--- src/design/cfa_pkg.sv ---
// cfa_pkg: shared constants and types for the continued fraction approximator.
// No dependencies; imported by cfa_div, continued_fraction_approximator, cfa_checker and tb.
package cfa_pkg;

    // Fixed-point format of the input value
    localparam int FRAC_BITS = 32;
    localparam int VALUE_W   = 64;
    localparam int CONV_W    = 32;
    localparam int TERMS_W   = 6;

    // Divider step counter width (one quotient bit per cycle)
    localparam int DIV_CNT_W = $clog2(VALUE_W);

    // Fixed-point one, i.e. 2^FRAC_BITS
    localparam logic [VALUE_W-1:0] FIX_ONE = VALUE_W'(1) << FRAC_BITS;

    localparam logic [TERMS_W-1:0] MAX_TERMS_RST = TERMS_W'(16);

    // Divider status back to the sequencer
    typedef struct packed {
        logic                 done;
        logic [VALUE_W-1:0]   quotient;
        logic [VALUE_W-1:0]   remainder;
    } div_status_t;

endpackage

--- src/design/cfa_div.sv ---
// cfa_div: restoring bit-serial 64-bit unsigned divider, one quotient bit per cycle.
// Depends on cfa_pkg.
module cfa_div
    import cfa_pkg::*;
(
    input  logic               clk,
    input  logic               rst_n,
    input  logic               start,
    input  logic [VALUE_W-1:0] dividend,
    input  logic [VALUE_W-1:0] divisor,
    output div_status_t        status
);

    logic [VALUE_W-1:0]   quo_reg, quo_next;
    logic [VALUE_W-1:0]   rem_reg, rem_next;
    logic [VALUE_W-1:0]   dvs_reg, dvs_next;
    logic [DIV_CNT_W-1:0] cnt_reg, cnt_next;
    logic                 busy_reg, busy_next;
    logic                 done_reg, done_next;
    logic [VALUE_W:0]     shifted;
    logic [VALUE_W:0]     diff;
    logic                 fits;

    // One restoring step: shift in next dividend bit, subtract if it fits
    always_comb
    begin
        shifted = {rem_reg, quo_reg[VALUE_W-1]};
        diff    = shifted - {1'b0, dvs_reg};
        fits    = (shifted >= {1'b0, dvs_reg});
    end

    always_comb
    begin
        quo_next  = quo_reg;
        rem_next  = rem_reg;
        dvs_next  = dvs_reg;
        cnt_next  = cnt_reg;
        busy_next = busy_reg;
        done_next = 1'b0;
        if (start)
        begin
            quo_next  = dividend;
            rem_next  = '0;
            dvs_next  = divisor;
            cnt_next  = '0;
            busy_next = 1'b1;
        end
        else if (busy_reg)
        begin
            quo_next = {quo_reg[VALUE_W-2:0], fits};
            rem_next = fits ? diff[VALUE_W-1:0] : shifted[VALUE_W-1:0];
            cnt_next = cnt_reg + 1'b1;
            if (cnt_reg == DIV_CNT_W'(VALUE_W - 1))
            begin
                busy_next = 1'b0;
                done_next = 1'b1;
            end
        end
    end

    always_ff @(posedge clk or negedge rst_n)
    begin
        if (!rst_n)
        begin
            busy_reg <= 1'b0;
            done_reg <= 1'b0;
            cnt_reg  <= '0;
        end
        else
        begin
            busy_reg <= busy_next;
            done_reg <= done_next;
            cnt_reg  <= cnt_next;
        end
    end

    // Datapath registers
    always_ff @(posedge clk)
    begin
        quo_reg <= quo_next;
        rem_reg <= rem_next;
        dvs_reg <= dvs_next;
    end

    assign status.done      = done_reg;
    assign status.quotient  = quo_reg;
    assign status.remainder = rem_reg;

endmodule

--- src/design/continued_fraction_approximator.sv ---
// Continued fraction approximator: Euclid expansion of a Q32.32 value, one term at a time.
// The first term is the integer part, split off with the fraction bits when the value is
// accepted; each later term runs through the serial divider, then the shared multiplier
// (S_MULN, S_ADDN, S_ADDD). One value is worked at a time: in_stall stays high until the
// result is in the output reg, so the next item is accepted only after that.
// Reset (rst_n, async, active low) clears control, max_terms 16. Depends on cfa_pkg, cfa_div.
module continued_fraction_approximator
    import cfa_pkg::*;
(
    input  logic               clk,
    input  logic               rst_n,
    input  logic               cfg_wr_en,
    input  logic [TERMS_W-1:0] cfg_wr_data,
    input  logic               in_valid,
    output logic               in_stall,
    input  logic [VALUE_W-1:0] value,
    output logic               out_valid,
    input  logic               out_stall,
    output logic [CONV_W-1:0]  numerator,
    output logic [CONV_W-1:0]  denominator,
    output logic [TERMS_W-1:0] terms_used,
    output logic               exact
);

    localparam logic [2:0] S_IDLE = 3'd0;
    localparam logic [2:0] S_DIV  = 3'd1;
    localparam logic [2:0] S_MULN = 3'd2;
    localparam logic [2:0] S_ADDN = 3'd3;
    localparam logic [2:0] S_ADDD = 3'd4;
    localparam logic [2:0] S_FIN  = 3'd5;

    logic [2:0]         state_reg, state_next;
    logic [TERMS_W-1:0] max_terms_reg;
    logic [VALUE_W-1:0] q_reg, q_next;
    logic [VALUE_W-1:0] rem_reg, rem_next;
    logic [CONV_W-1:0]  a_reg, a_next;
    logic [CONV_W-1:0]  prod_reg, prod_next;
    logic [CONV_W-1:0]  num1_reg, num1_next, num2_reg, num2_next;
    logic [CONV_W-1:0]  den1_reg, den1_next, den2_reg, den2_next;
    logic [TERMS_W-1:0] used_reg, used_next;
    logic               exact_reg, exact_next;

    logic               out_valid_reg, out_valid_next;
    logic [CONV_W-1:0]  out_num_reg, out_num_next;
    logic [CONV_W-1:0]  out_den_reg, out_den_next;
    logic [TERMS_W-1:0] out_used_reg, out_used_next;
    logic               out_exact_reg, out_exact_next;

    logic               in_accept;
    logic               out_free;
    logic               div_start;
    logic [VALUE_W-1:0] div_dividend;
    logic [VALUE_W-1:0] div_divisor;
    logic [CONV_W-1:0]  mul_b;
    logic [2*CONV_W-1:0] mul_full;
    div_status_t        div_st;

    assign in_stall  = (state_reg != S_IDLE);
    assign in_accept = in_valid && !in_stall;
    assign out_free  = !out_valid_reg || !out_stall;

    // Shared divider: old divisor over the last remainder
    assign div_dividend = q_reg;
    assign div_divisor  = rem_reg;

    cfa_div u_div (
        .clk      (clk),
        .rst_n    (rst_n),
        .start    (div_start),
        .dividend (div_dividend),
        .divisor  (div_divisor),
        .status   (div_st)
    );

    // Shared multiplier: term times num1, then term times den1
    assign mul_b    = (state_reg == S_MULN) ? num1_reg : den1_reg;
    assign mul_full = a_reg * mul_b;

    // Sequencer
    always_comb
    begin
        state_next = state_reg;
        q_next     = q_reg;
        rem_next   = rem_reg;
        a_next     = a_reg;
        prod_next  = prod_reg;
        num1_next  = num1_reg;
        num2_next  = num2_reg;
        den1_next  = den1_reg;
        den2_next  = den2_reg;
        used_next  = used_reg;
        exact_next = exact_reg;
        div_start  = 1'b0;

        out_valid_next = out_valid_reg && out_stall;
        out_num_next   = out_num_reg;
        out_den_next   = out_den_reg;
        out_used_next  = out_used_reg;
        out_exact_next = out_exact_reg;

        case (state_reg)
            S_IDLE:
            begin
                if (in_accept)
                begin
                    // First term: integer part is the quotient by 2^FRAC_BITS,
                    // the fraction bits are the remainder
                    q_next     = FIX_ONE;
                    a_next     = CONV_W'(value >> FRAC_BITS);
                    rem_next   = value & (FIX_ONE - VALUE_W'(1));
                    num1_next  = CONV_W'(1);
                    num2_next  = '0;
                    den1_next  = '0;
                    den2_next  = CONV_W'(1);
                    used_next  = '0;
                    exact_next = 1'b0;
                    if (max_terms_reg == '0)
                    begin
                        state_next = S_FIN;
                    end
                    else
                    begin
                        state_next = S_MULN;
                    end
                end
            end
            S_DIV:
            begin
                if (div_st.done)
                begin
                    a_next     = div_st.quotient[CONV_W-1:0];
                    rem_next   = div_st.remainder;
                    state_next = S_MULN;
                end
            end
            S_MULN:
            begin
                prod_next  = mul_full[CONV_W-1:0];
                state_next = S_ADDN;
            end
            S_ADDN:
            begin
                num1_next  = num2_reg + prod_reg;
                num2_next  = num1_reg;
                prod_next  = mul_full[CONV_W-1:0];
                state_next = S_ADDD;
            end
            S_ADDD:
            begin
                den1_next = den2_reg + prod_reg;
                den2_next = den1_reg;
                used_next = used_reg + 1'b1;
                if (rem_reg == '0)
                begin
                    exact_next = 1'b1;
                    state_next = S_FIN;
                end
                else if (used_next == max_terms_reg)
                begin
                    state_next = S_FIN;
                end
                else
                begin
                    // Euclid shift: divide old divisor by the remainder
                    div_start  = 1'b1;
                    q_next     = rem_reg;
                    state_next = S_DIV;
                end
            end
            S_FIN:
            begin
                if (out_free)
                begin
                    out_valid_next = 1'b1;
                    out_num_next   = (used_reg == '0) ? '0 : num1_reg;
                    out_den_next   = (used_reg == '0) ? '0 : den1_reg;
                    out_used_next  = used_reg;
                    out_exact_next = exact_reg;
                    state_next     = S_IDLE;
                end
            end
            default:
            begin
                state_next = S_IDLE;
            end
        endcase
    end

    // Control registers
    always_ff @(posedge clk or negedge rst_n)
    begin
        if (!rst_n)
        begin
            state_reg     <= S_IDLE;
            out_valid_reg <= 1'b0;
            max_terms_reg <= MAX_TERMS_RST;
        end
        else
        begin
            state_reg     <= state_next;
            out_valid_reg <= out_valid_next;
            if (cfg_wr_en)
            begin
                max_terms_reg <= cfg_wr_data;
            end
        end
    end

    // Datapath registers
    always_ff @(posedge clk)
    begin
        q_reg         <= q_next;
        rem_reg       <= rem_next;
        a_reg         <= a_next;
        prod_reg      <= prod_next;
        num1_reg      <= num1_next;
        num2_reg      <= num2_next;
        den1_reg      <= den1_next;
        den2_reg      <= den2_next;
        used_reg      <= used_next;
        exact_reg     <= exact_next;
        out_num_reg   <= out_num_next;
        out_den_reg   <= out_den_next;
        out_used_reg  <= out_used_next;
        out_exact_reg <= out_exact_next;
    end

    assign out_valid   = out_valid_reg;
    assign numerator   = out_num_reg;
    assign denominator = out_den_reg;
    assign terms_used  = out_used_reg;
    assign exact       = out_exact_reg;

endmodule

--- config.mk ---
export PLATFORM = sky130hd
export DESIGN_NAME = continued_fraction_approximator
export DESIGN_NICKNAME = d
export VERILOG_FILES = /design/src/design/cfa_pkg.sv /design/src/design/cfa_div.sv /design/src/design/continued_fraction_approximator.sv
export SDC_FILE = /design/constraint.sdc
export NUM_CORES = 2
export LEC_CHECK = 0
export BUFFER_PORTS_ARGS = -buffer_cell sky130_fd_sc_hd__clkbuf_2
export CAP_MARGIN = 20
export CORE_MARGIN = 2
export CORE_UTILIZATION = 45
export DETAILED_ROUTE_END_ITERATION = 8
export HOLD_SLACK_MARGIN = 0.08
export PLACE_DENSITY = 0.58
export SLEW_MARGIN = 20
export SYNTH_ARGS = -nofsm -noshare
export SYNTH_HDL_FRONTEND = slang
export SYNTH_SLANG_ARGS = --single-unit
--- constraint.sdc ---
create_clock -name clk -period 25.1 [get_ports clk]
set_clock_uncertainty 0.05 [all_clocks]
set_input_delay 2.51 -clock clk [delete_from_list [all_inputs] [get_ports clk]]
set_output_delay 2.51 -clock clk [all_outputs]
set_load 0.005 [all_outputs]
==> impl_metrics.env <==
export IMPL_ys_seq_elements=608
export IMPL_synth_cells_most_frequent="edfxtp_1 (526), inv_1 (506), fa_1 (411), nand2_1 (345), and2_1 (341)"
export IMPL_worstHoldPathType="flop to flop"
export IMPL_number_of_endpoints_with_negative_hold_slack_in_the_final_report=0
export IMPL_critical_path_rt_ps=25440
export IMPL_cts_num_sinks=608
export IMPL_post_route_drc_count=0
export IMPL_worst_slew_pin_slew_ps=1080
export IMPL_placed_wire_length_estimate_after_detailed_placement_um=88900
export IMPL_final_layout_size_suffix_gt1_frac=0.115
export IMPL_synth_top_cell_area_share=0.342
export IMPL_timing_final_setup_violations=0
export IMPL_synth_fp_nets=5003
export IMPL_postCtsHoldBufs=0
export IMPL_nets=5057
export IMPL_htree_levels=3
export IMPL_fill_cells=9243
export IMPL_cp_num_buf_inv=5
export IMPL_tns_ps=0
export IMPL_first_pass_iters=5
export IMPL_synthDominantAreaCellType="edfxtp_1"
export IMPL_die_h_um=324
export IMPL_post_drt_via_cell_ratio=5.35
export IMPL_timing_hold_worst_path_depth=0
export IMPL_worstSetupStartpointType="flop"
export IMPL_max_transition_viols_final=0
export IMPL_postSynthCellCount=4265
export IMPL_initial_utilization=0.453
export IMPL_synth_enable_flop_cells=526
export IMPL_cts_tree="yes"
export IMPL_dieWidth_um=324
export IMPL_place_port_buffers=147
export IMPL_clock_insertion_delay_worst_skew_ps=650
export IMPL_postRouteWirelength_um=119000
export IMPL_post_synth_main_area_contributors="edfxtp_1 (34%), fa_1 (18%), ha_1 (6.8%), and2_1 (4.6%), inv_1 (4.1%)"
export IMPL_worst_setup_hold_path_clk_slew_ps=60
export IMPL_timing_max_cap_violations=0
export IMPL_first_global_vias=31500
export IMPL_startpoint_to_endpoint_class_of_the_critical_path="flop to flop"
export IMPL_final_core_utilization=0.496
export IMPL_ctsResizeCount=0
export IMPL_post_route_worst_setup_slack_ps=16330
export IMPL_grt_pass1_wl_um=187000
export IMPL_grt_start_max_net_pins=122
export IMPL_syn_avg_cell_area_um2=10.8
export IMPL_yosysSeqAreaShare=0.380
export IMPL_worstSetupEndpointType="flop"
export IMPL_area_of_the_mapped_netlist_um2=46100
export IMPL_core_area_um2=102000
export IMPL_top_layer_used="met4"
export IMPL_cts_inserted_buffers=71
export IMPL_post_route_period_util=0.349
export IMPL_critPathMaxStageDelay_ps=630
export IMPL_track_usage=0.232
export IMPL_critical_path_peak_fanout=38
export IMPL_cts_post_setup_buffers_inserted=0
export IMPL_core_rowCount=117
export IMPL_clockRootBuffer="clkbuf_16"
export IMPL_floorplan_die_area_um2=105000
export IMPL_critical_path_slowest_cell="mux2_2"
export IMPL_ys_warn_count=0
export IMPL_r2r_worst_path_cells=26
export IMPL_outcome="complete, no violations"
export IMPL_yosys_most_used_dff="edfxtp_1"
export IMPL_dpl_worst_slack_ps=16220
export IMPL_cp_arrival_ps=9110
export IMPL_antenna_found_initial=4
export IMPL_clock_fmax_ghz=0.114
export IMPL_drt_iter0_markers=2177
export IMPL_wl_met2_um=58000
export IMPL_met1Wirelength_um=53500
export IMPL_post_drt_wl_per_cell_um=20.8
export IMPL_number_of_vias_after_detailed_routing=30700
export IMPL_hold_worst_slack_ps=401
export IMPL_max_slew_margin=0.282
export IMPL_crit_cells=26
export IMPL_timing_final_crit_period_ps=8770
export IMPL_antenna_cells=0
export IMPL_ioPinCount=148
export IMPL_ys_async_sr_fraction=0.0296
export IMPL_yosysMostFrequentCell="edfxtp_1"
export IMPL_crit_family="adder cells"
export IMPL_wl_met3_um=5380
export IMPL_synth_distinct_cells=81
export IMPL_global_placer_s_final_weighted_congestion=0.911
export IMPL_antenna_violating_nets_post_route=0
export IMPL_area_delta_synth_final_pct=9.33
export IMPL_timing_critical_path_mode_cell="fa_1"
export IMPL_cts_root_to_sink_buffers=3
export IMPL_rsz0062_at_grt="false"
export IMPL_grt_ovfl_total=0
[layout by cell type (no fill, tap or decap), types with 12 or more instances in the layout]
master and count:
a211oi_1 25, a211oi_2 21, a21o_1 49, a21oi_1 181, a31oi_1 17, and2_1 339, and3_1 136, buf_4 33
clkbuf_1 13, clkbuf_16 73, clkbuf_2 147, clkinv_1 12, clkinv_2 14, dfrtp_1 15, dfxtp_1 64, edfxtp_1 526
fa_1 411, ha_1 252, inv_1 505, mux2_2 141, mux2_4 21, mux2i_1 22, nand2_1 341, nand2b_1 27
nand3_1 33, nand4_1 31, nor2_1 234, nor2b_1 100, nor3_1 38, nor4_1 26, o21a_1 23, o21ai_0 93
o21ai_1 16, o21bai_1 30, xnor2_1 131, xor2_1 79
[worst paths after layout]
check | slack [ps] | start | end
setup / recovery | 16330 | state_reg[2]$_DFFE_PN0P_ | prod_reg[29]$_DFFE_PP_
hold / removal | 400 | exact_reg$_DFFE_PP_ | exact$_DFFE_PP_
setup reg to reg | 16330 | state_reg[2]$_DFFE_PN0P_ | prod_reg[29]$_DFFE_PP_
hold reg to reg | 400 | exact_reg$_DFFE_PP_ | exact$_DFFE_PP_
max in group asynchronous | 22790 | rst_n | state_reg[2]$_DFFE_PN0P_
min in group asynchronous | 1790 | rst_n | max_terms_reg[2]$_DFFE_PN0P_
[metrics by stage]
stage | cells | area (um^2)
global route | 5744 | 50400
floorplan | 4265 | 46100
finish | 5744 | 50400
CTS | 5744 | 50400
global placement | 5613 | 48000
detailed placement | 5614 | 48100
[metal layers]
metal / vias to the layer above / global-route usage
li1: 14400 / -
met1: 15500 / 0.317
met2: 708 / 0.393
met3: 138 / 0.0315
met4: 0 / 0.0561
met5: - / 0
[worst register-to-register path, delay by kind of cell, from the launching register on]
kind	cells	cell delay [ps]
adder cells (fa/ha/maj)	9	3660
AND/OR/NAND/NOR	5	1300
flip-flops	1	620
AO/OA/AOI/OAI	5	1400
XOR/XNOR	1	140
buffers and inverters	5	710
multiplexers	1	640
[layout make-up]
type | count | area (um^2) | share of cell area
flip-flops and latches | 608 | 17500 | 0.348
clock inverters | 41 | 452 | 0.00896
multi-input cells | 2950 | 25900 | 0.514
well taps | 1368 | 1710 | 0.0339
inverters | 506 | 1900 | 0.0377
clock buffers | 89 | 1920 | 0.0380
repair buffers | 182 | 1020 | 0.0202
[cells by family after synthesis]
group / after synthesis / share of synthesized area
adders and majority gates: 663 / 0.247
xor gates and xnor gates: 210 / 0.0399
and+or+nand+nor: 1348 / 0.150
muxes: 188 / 0.0470
AOI/OAI and AO/OA: 541 / 0.0760
DFF: 608 / 0.380
buffers and inverters: 707 / 0.0601
Power is left out: the tool's default activity adds up to more than one toggle a clock period on the data nets, which glitch-free logic cannot reach.
